File: src/rtl/srm_pkg.sv
package srm_pkg;

  typedef enum logic [4:0] {
    OP_LIT = 5'd1, OP_RTN = 5'd2, OP_LOD = 5'd3, OP_STO = 5'd4, OP_CAL = 5'd5,
    OP_INC = 5'd6, OP_JMP = 5'd7, OP_JPC = 5'd8, OP_WRT = 5'd9, OP_RED = 5'd10,
    OP_HLT = 5'd11, OP_NEG = 5'd12, OP_ADD = 5'd13, OP_SUB = 5'd14,
    OP_MUL = 5'd15, OP_DIV = 5'd16, OP_ODD = 5'd17, OP_MOD = 5'd18,
    OP_EQL = 5'd19, OP_NEQ = 5'd20, OP_LSS = 5'd21, OP_LEQ = 5'd22,
    OP_GTR = 5'd23, OP_GEQ = 5'd24
  } opcode_e;

  typedef enum logic [2:0] {
    ST_RUN = 3'd0, ST_HALT = 3'd1, ST_BADOP = 3'd2, ST_DIVZ = 3'd3, ST_RANGE = 3'd4
  } status_e;

  typedef enum logic [3:0] {
    S_CLEAR, S_IDLE, S_DECODE, S_WALK_RD, S_WALK_WT, S_ACCESS, S_ACC_WT, S_RTN_RD,
    S_RTN_WT, S_CALL_WR, S_DIV, S_OUT
  } state_e;

  typedef enum logic [3:0] {
    C_NONE, C_CLEAR, C_DECODE, C_WALK_RD, C_WALK_LATCH, C_ACCESS, C_ACC_DONE,
    C_RTN_RD, C_RTN_DONE, C_CALL_WR, C_DIV_START, C_DIV_STEP, C_STORE_RESULT
  } cmd_e;

  typedef struct packed {
    cmd_e cmd;
  } ctrl_t;

  typedef struct packed {
    logic clear_done;
    logic need_walk;
    logic walk_done;
    logic is_mem;
    logic is_rtn;
    logic is_cal;
    logic is_div;
    logic fault;
    logic call_done;
    logic div_done;
    logic stopped;
    logic rtn_second;
  } stat_t;

endpackage

File: src/rtl/srm_ctrl.sv
module srm_ctrl
  import srm_pkg::*;
(
  input  logic  clk_i,
  input  logic  rst_ni,
  input  logic  in_valid_i,
  output logic  in_ready_o,
  output logic  out_valid_o,
  input  logic  out_ready_i,
  input  stat_t stat_i,
  output ctrl_t ctrl_o
);

  state_e state_q, state_d;

  always_ff @(posedge clk_i or negedge rst_ni) begin
    if (!rst_ni) state_q <= S_CLEAR;
    else state_q <= state_d;
  end

  always_comb begin
    state_d = state_q;
    ctrl_o.cmd = C_NONE;
    in_ready_o = 1'b0;
    out_valid_o = 1'b0;
    case (state_q)
      S_CLEAR: begin
        ctrl_o.cmd = C_CLEAR;
        if (stat_i.clear_done) state_d = S_IDLE;
      end
      S_IDLE: begin
        in_ready_o = 1'b1;
        if (in_valid_i) begin
          ctrl_o.cmd = C_DECODE;
          state_d = S_DECODE;
        end
      end
      S_DECODE: begin
        if (stat_i.stopped || stat_i.fault) state_d = S_OUT;
        else if (stat_i.need_walk) state_d = S_WALK_RD;
        else if (stat_i.is_rtn) begin
          ctrl_o.cmd = C_RTN_RD;
          state_d = S_RTN_WT;
        end else if (stat_i.is_cal) state_d = S_CALL_WR;
        else if (stat_i.is_mem) state_d = S_ACCESS;
        else if (stat_i.is_div) begin
          ctrl_o.cmd = C_DIV_START;
          state_d = S_DIV;
        end else begin
          ctrl_o.cmd = C_STORE_RESULT;
          state_d = S_OUT;
        end
      end
      S_WALK_RD: begin
        if (stat_i.fault) state_d = S_OUT;
        else if (stat_i.walk_done) begin
          if (stat_i.is_cal) state_d = S_CALL_WR;
          else state_d = S_ACCESS;
        end else begin
          ctrl_o.cmd = C_WALK_RD;
          state_d = S_WALK_WT;
        end
      end
      S_WALK_WT: begin
        ctrl_o.cmd = C_WALK_LATCH;
        state_d = S_WALK_RD;
      end
      S_ACCESS: begin
        ctrl_o.cmd = C_ACCESS;
        state_d = S_ACC_WT;
      end
      S_ACC_WT: begin
        ctrl_o.cmd = C_ACC_DONE;
        state_d = S_OUT;
      end
      S_RTN_RD: begin
        ctrl_o.cmd = C_RTN_RD;
        state_d = S_RTN_WT;
      end
      S_RTN_WT: begin
        ctrl_o.cmd = C_RTN_DONE;
        if (stat_i.rtn_second) state_d = S_OUT;
        else state_d = S_RTN_RD;
      end
      S_CALL_WR: begin
        ctrl_o.cmd = C_CALL_WR;
        if (stat_i.call_done) state_d = S_OUT;
      end
      S_DIV: begin
        ctrl_o.cmd = C_DIV_STEP;
        if (stat_i.div_done) state_d = S_OUT;
      end
      S_OUT: begin
        out_valid_o = 1'b1;
        if (out_ready_i) state_d = S_IDLE;
      end
      default: state_d = S_IDLE;
    endcase
  end

endmodule

File: config.mk
export PLATFORM = sky130hd
export DESIGN_NAME = srm_ctrl
export DESIGN_NICKNAME = d
export VERILOG_FILES = /design/src/rtl/srm_pkg.sv /design/src/rtl/srm_ctrl.sv
export SDC_FILE = /design/constraint.sdc
export NUM_CORES = 1
export LEC_CHECK = 0
export ABC_AREA = 1
export BUFFER_PORTS_ARGS = -buffer_cell sky130_fd_sc_hd__buf_4
export CORE_MARGIN = 2
export CORE_UTILIZATION = 44
export DETAILED_ROUTE_END_ITERATION = 12
export PLACE_DENSITY = 0.73
export SYNTH_ARGS = -nofsm -noshare
export SYNTH_HDL_FRONTEND = slang
export SYNTH_SLANG_ARGS = --single-unit
File: constraint.sdc
create_clock -name clk_i -period 2.01 [get_ports clk_i]
set_input_delay 0.201 -clock clk_i [delete_from_list [all_inputs] [get_ports clk_i]]
set_output_delay 0.201 -clock clk_i [all_outputs]
set_load 0.005 [all_outputs]
==> qor.csv <==
stage,metric,value,unit
drt,vias,749,
cells_and_area,Regs by FF count,state_q x4,
global_route,first-pass GRT wire length,2480,um
clock_network,Worst-path clk slew,0.04,ns
yosys,Post-Syn Nets,128,
floorplanning,IO Pins,22,
clock_network,Num CTS Buffers,3,
cells_and_area,Fillers,122,
clock_network,clock tree root driver cell,clkbuf_4,
drt,vias per inst,4.93,
placement,gpl congestion,0.899,
sta,Worst slew margin,79.0,%
sta,RSZ-0062 raised after global routing,false,
worst_setup_path,CP dominant cell by count,nand2_1,
placement,detailed placer's ending HPWL,1270,um
sta,skew final,0.00406,ns
outcome,status,"complete, no violations",
sta,Worst-Margin Slew,0.314,ns
global_route,initial antenna violation count,0,
clock_network,clock buffer depth,2,
worst_setup_path,r2r setup slk,0.77,ns
clock_network,CTS Sinks,4,
cells_and_area,max FFs per register,4,
floorplanning,core area,1250,um^2
yosys,Synth Cell Area,573,um^2
clock_network,CTS H-tree depth,1,
worst_setup_path,Critical Path End,ctrl_o[3],
yosys,sequential area share after synthesis,17.5,%
sta,Pins Over Slew Limit,0,
worst_setup_path,critical path class,reg -> out,
cells_and_area,Largest Register,state_q,
yosys,Mapped Cells,112,
drt,DRT iter0 DRCs,24,
power,Leak,0.487,nW
power,P_sw,0.522,mW
worst_setup_path,CP cell instances,inv_2 -> nand2_2 -> nor2_2 -> nand2_1 -> inv_1 -> nand2_1 -> a21boi_1 -> buf_4,
placement,placed insts,148,
clock_network,TritonCTS clock tree,yes,
sta,Tcrit/Tclk final,86.3,%
yosys,Post-synth EDFFs,0,
floorplanning,Initial Utilization,45.8,%
cells_and_area,Area growth syn-to-layout,36.5,%
worst_setup_path,R2R Path Start,state_q[0],
cells_and_area,Multi-input gate area,394,um^2
worst_setup_path,Reg2Reg Capture Point,state_q[1],
drt,number of iterations in the first detailed-routing pass,4,
placement,IO Port Bufs,21,
drt,DRT Wirelength,1490,um
sta,Final setup viols,0,
sta,Final Critical Period,1.73,ns
cells_and_area,Final Net Count,155,
cells_and_area,Layout Cells excl Fill,152,
yosys,"count leader, synth",nand2_1,
global_route,vias in the first global route,633,
global_route,largest net degree at the start of global routing,6,
power,maximum VDD drop,0.646,mV
floorplanning,FP Rows,13,
cells_and_area,layout cell share with drive strength beyond 1,25.5,%
drt,DRC errors left,0,
worst_setup_path,Crit path required time,1.81,ns
drt,Final ANT Viol Nets,0,
worst_setup_path,slowest CP cell,dfrtp_1,
power,Clk pwr share,9.9,%
worst_setup_path,nature of the critical path endpoint,output pin,
power,total power,1.02,mW
yosys,"flops & latches, synth",4,
worst_setup_path,worst r2r path cells,8,
worst_setup_path,crit-path max FO,5,
yosys,cell taking the most area after synthesis,nand2_1,
yosys,YS warnings,0,
floorplanning,chip width,40.1,um
yosys,fraction of registers with async set/reset,100,%
yosys,post-synth top area share,28.2,%
yosys,average size of a mapped cell,5.12,um^2
sta,Sum Neg Setup Slack,0,ns
clock_network,clock latency on the worst-skew pair,0.24,ns
cells_and_area,number of diodes,0,
yosys,Post-synth top flop,dfrtp_1,
power,Power Dens Cells,1310,nW/um^2
worst_setup_path,crit-path max cell delay,0.43,ns
worst_setup_path,Worst Setup Start Kind,flop,
global_route,Tot GR Track Use,23.2,%
sta,Fmax,577,MHz
yosys,Synth area leaders,"nand2_1 (28%), dfrtp_1 (17%), inv_1 (12%), nor2_1 (9.8%), nand3_1 (7.0%)",
power,Gate power share,73.2,%
sta,hold violation total from the final report,0,
worst_setup_path,Worst Path Arrival,1.53,ns
drt,wire per inst,9.81,um
power,sequential share of power,16.8,%
flow_run,max cap viols,0,
floorplanning,Die Span Y,40.1,um
cells_and_area,register area,100,um^2
floorplanning,DIE AREA,1610,um^2
yosys,synth unique cells,19,
yosys,synth cell count leaders,"nand2_1 (43), inv_1 (18), nor2_1 (15)",
power,internal power,0.500,mW
power,switching share of power,51.1,%
global_route,grt ovf,0,
hold_path,Hold Crit Class,in -> reg,
worst_setup_path,Worst Setup SP,state_q[3],
[power groups by stage]
stage,registers [mW],logic [mW],clock network (mW)
global route,0.179,0.851,0.112
global placement,0.168,0.750,0
finish,0.172,0.749,0.101
floorplan,0.162,0.518,0
detailed placement,0.172,0.747,0
CTS,0.171,0.753,0.104
[cell type report]
| class | count | area share, % |
|---|---|---|
| clock buffers | 3 | 2.88 |
| inverters | 21 | 10.1 |
| multi-input cells | 87 | 50.4 |
| flip-flops and latches | 4 | 12.8 |
| well taps | 15 | 2.40 |
| repair buffers | 22 | 21.4 |
[stage by stage]
stage	area, um^2	worst slack (ns)	hold slack [ns]	util [%]
after floorplan	573	0.770	-0.0946	-
after global placement	749	0.586	-0.00302	59.8
after detailed placement	749	0.537	-0.00249	59.8
after CTS	782	0.270	0.252	62.4
after global routing	782	0.117	0.250	62.4
final	782	0.276	0.256	62.4
[metal layers]
layer | wire length [um] | vias up | global-route usage (%)
li1 | - | 395 | -
met1 | 678 | 324 | 28.8
met2 | 676 | 28 | 37.9
met3 | 124 | 2 | 7.78
met4 | 11 | 0 | 6.03
met5 | 0 | - | 0
[what timing repair did]
item / CTS / global route
buffers inserted: 0 / 0
hold buffers: 1 / 0
hold endpoints to repair: 4 / 0
resized for setup: 0 / 0
[worst min-delay path by stage]
stage | from | end | slack [ns] | cells past startpoint
global placement | rst_ni | state_q[2] | -0.003 | 1
detailed placement | rst_ni | state_q[3] | -0.002 | 1
global route | stat_i[0] | state_q[2] | 0.25 | 2
finish | stat_i[0] | state_q[2] | 0.26 | 2
floorplan | rst_ni | state_q[0] | -0.09 | 0
CTS | stat_i[0] | state_q[2] | 0.25 | 2
[placed cells by master (no fill, tap or decap)]
master	instances
o21ai_0	5
inv_1	18
nand3_2	1
nand3b_1	1
a21boi_1	1
nand3_1	8
dlygate4sd3_1	1
dfrtp_1	4
o21ai_2	1
nand4_1	1
inv_2	3
nor2_1	15
nor2_2	3
o21a_1	1
clkbuf_4	3
o21ai_1	1
o211ai_1	1
nand2_1	43
o221ai_1	1
a21oi_1	1
buf_4	21
nand2_2	3
[kinds of logic (layout without fill, tap and decap cells)]
family	Yosys count	count (layout)	share of synthesized area, %
AO/OA/AOI/OAI	12	12	13.1
AND/OR/NAND/NOR	75	75	55.7
buffers and inverters	21	46	13.8
flip-flops	4	4	17.5
[worst max-delay path: cells and delay by family, from the launching register on]
kind	cells	cell delay (ns)
compound gates	1	0.14
buf+inv	3	0.34
flops	1	0.43
simple gates	4	0.39
Power figures use the tool's default switching activity.
